--- src/design/lavm_delay.sv ---
// Enable-gated delay line that carries side payload alongside a pipeline.
module lavm_delay #(
  parameter int unsigned Width = 8,
  parameter int unsigned Stages = 4
) (
  input  logic             clk_i,
  input  logic             en_i,
  input  logic [Width-1:0] data_i,
  output logic [Width-1:0] data_o
);

  logic [Width-1:0] tap_q [Stages];

  always_ff @(posedge clk_i) begin
    if (en_i) begin
      tap_q[0] <= data_i;
      for (int i = 1; i < Stages; i++) begin
        tap_q[i] <= tap_q[i-1];
      end
    end
  end

  assign data_o = tap_q[Stages-1];

endmodule

--- config.mk ---
export PLATFORM = sky130hd
export DESIGN_NAME = lavm_delay
export DESIGN_NICKNAME = d
export VERILOG_FILES = /design/src/design/lavm_delay.sv
export SDC_FILE = /design/constraint.sdc
export NUM_CORES = 1
export LEC_CHECK = 0
export BUFFER_PORTS_ARGS = -buffer_cell sky130_fd_sc_hd__buf_2
export CAP_MARGIN = 20
export CORE_MARGIN = 2
export CORE_UTILIZATION = 46
export DETAILED_ROUTE_END_ITERATION = 6
export PLACE_DENSITY = 0.81
export SLEW_MARGIN = 10
export SYNTH_ARGS = -nofsm -noshare
export SYNTH_HDL_FRONTEND = slang
export SYNTH_SLANG_ARGS = --single-unit
--- constraint.sdc ---
create_clock -name clk_i -period 0.8 [get_ports clk_i]
set_input_delay 0.12 -clock clk_i [delete_from_list [all_inputs] [get_ports clk_i]]
set_output_delay 0.12 -clock clk_i [all_outputs]
set_load 0.05 [all_outputs]
# After elaboration in Yosys (flattened, before gate mapping)
# Memory sizes are Yosys's and may differ from the RTL's.
# Cells that the tools add are included.
# totals
out_inout_bits	8
wordCells	3
mem_count	1
reg_bits	0
mem_bits_rw	32
# mem_list
memory	words	word_bits	rd	rd_ports_with_merged_regs	write_ports	line	text
tap_q	4	8	4	0	4	12	logic [Width-1:0] tap_q [Stages];
# op_classes
muxes	2
# op_table
operator	n
$mux 1	2

# Logic depth before layout (Yosys ltp)
# logic_depth
depth_word	2
mapped_depth	0
depth_no_buf	0

# Worst setup path after synthesis
# No wires, ideal clock.
# synth_path
path_kind	flip-flop to output port
startpoint	memory tap_q[3][0]
endpoint	output data_o[0]
setup_slack_ns	0.079
path_stages_with_launch	1
arrival_time_ns	0.601
path_cell_list	edfxtp_1
# synth_lines
item	line	text
from (decl)	12	
to (decl)	9	output logic [Width-1:0] data_o

==> flow_summary.toml <==
[clock_tree]
cts_inserted_buffers = 5
path_clk_slew_ps = 90
insertion_delay_ps = 310
htreeDepth = 2
root_buffer = "clkbuf_4"
cts_max_path_buffers = 2
cts.sinks = 32
cts_tree = "built"
cts_setup_buffers = 0

[floorplanning]
ios = 18
core_um2 = 1960
fp.dieArea_um2 = 2470
die_x_um = 49.7
rows = 16
initial_utilization = 0.490
die_h_um = 49.7

[global_route]
antenna_found_initial = 0
grt.overflow.total = 0
grt_pass1_vias = 430
grt_pass1_wl_um = 1890
grt_usage = 0.112
grt_max_degree = 24

[logic_synthesis]
synth_cells = 32
synth.distinct_cells = 1
synthesis.area_um2 = 961
synth.avg_cell_area_um2 = 30.0
ys_ff_latch = 32
synth_top_area_frac = 1.00
synth_nets = 42
ys_warn_count = 0
synth-edff-count = 32
synth_flop_cell = "edfxtp_1"
synth_most_common_cell = "edfxtp_1"
yosysTopAreaCell = "edfxtp_1"
ys_seq_area_frac = 1.00
ys_top_cells_by_count = "32 x edfxtp_1"
synthTopCellsByArea = "edfxtp_1 100%"
synthArstFlopShare = 0

[cells_and_area]
multiInputGateArea_um2 = 0
multi_input_gates = 0
stdcell_area_um2 = 1280
insertedDiodeCount = 0
final_layout_size_suffix_gt1_frac = 0.364
area_growth_pct = 33.5
seq_area_um2 = 961
nFillCells = 143
final_cells = 93
nets = 76
fin_util = 0.654
regMostFlops = "tap_q"
largest_reg_flops = 32
top_regs = "tap_q: 32 flops"

[timing]
tightest_slew_ps = 119
period_share = 1.24
rsz0062_at_grt = "true"
relSlewSlack = 0.920
fin_skew_ps = 6.36
finalSetupViolCount = 8
finalMaxSlewViolations = 0
max_freq_mhz = 1010
setup_ws_ps = -189
min_period_ps = 989
whs_ps = 235
setup_tns_ps = -1440
final-hold-violation-count = 0

[critical_path]
worstReg2RegStart = "tap_q[2][7]"
worst-r2r-cell-count = 0
critPathMaxFanout = 1
path_depth = 1
path_cells = "buf_6"
reg2reg_slack_ps = 140
r2r_end = "tap_q[3][7]"
cp_slowest_cell = "edfxtp_1"
critical_path.endpoint = "data_o[1]"
worstPathArrival_ps = 870
critPathLaunch = "tap_q[3][1]"
slowest_delay_ps = 390
start_kind = "flop"
path_delay_family = "flip-flops"
crit_type = "reg -> out"
cp.buffers_inverters = 1
cp_data_required_time_ps = 680
cp-end-kind = "output pin"

[routing]
avgRoutedWirePerCell_um = 12.0
drtIter0Drc = 11
vias = 408
ant_nets = 0
first_pass_iters = 4
drc = 0
drt-total-wl_um = 1120
viasPerCell = 4.39

[place]
portBuffers = 17
place_inst = 78
dpl_cell_area_um2 = 1110
pre_cts_ws_ps = 86.6
place.gp.congestion = 0.581

[run_status]
status = "finished, violations left"
violations = "negative setup slack"

[power]
p_leak_nw = 0.471
power.density_nw_per_um2 = 2340
irDropWorstVdd_mv = 1.64
p_total_mw = 3.00

[run]
max_cap_violations = 0

[min_path]
hold-path-cell-count = 2
hp-start = "en_i"
hold_path.class = "in -> reg"
## power by group
group          internal, mW  switching [mW]  total, mW
logic                0.0955           0.128      0.224
registers              1.97          0.0318       2.00
clock network         0.306           0.465      0.772
## placed cells by master (no fill, tap or decap), drive strengths merged
master,instances
dlygate4sd3,8
clkinv,2
buf,19
edfxtp,32
clkbuf,5
## worst min-delay path by stage
stage | endpoint | slack (ps)
after CTS | tap_q[0][4] | 220
after detailed placement | tap_q[0][3] | 300
after global routing | tap_q[1][0] | 240
after global placement | tap_q[0][5] | 300
final | tap_q[1][0] | 230
after floorplan | tap_q[0][0] | 220
## kinds of logic (layout without fill, tap and decap cells)
group | count (synthesis) | after routing | synth area share
flip-flops | 32 | 32 | 1.00
buffers and inverters | 0 | 34 | 0
## area by class of cell
class                 instances  area share
Timing Repair Buffer         27       0.189
Tap cell                     27      0.0263
Clock inverter                2     0.00585
Clock buffer                  5      0.0293
Sequential cell              32       0.749
## routing by layer
layer | GRT usage | routed length, um
met1 | 0.112 | 449
met2 | 0.191 | 599
met3 | 0.0758 | 71
met4 | 0.0278 | 0
met5 | 0 | 0
## what timing repair did
item,in CTS,in global routing
hold buffers,8,0
hold endpoints to repair,8,0
gates resized for setup,16,0
endpoints found under the setup margin,8,8
gates cloned,0,0
Note: power is estimated with default switching activity, not from simulation.
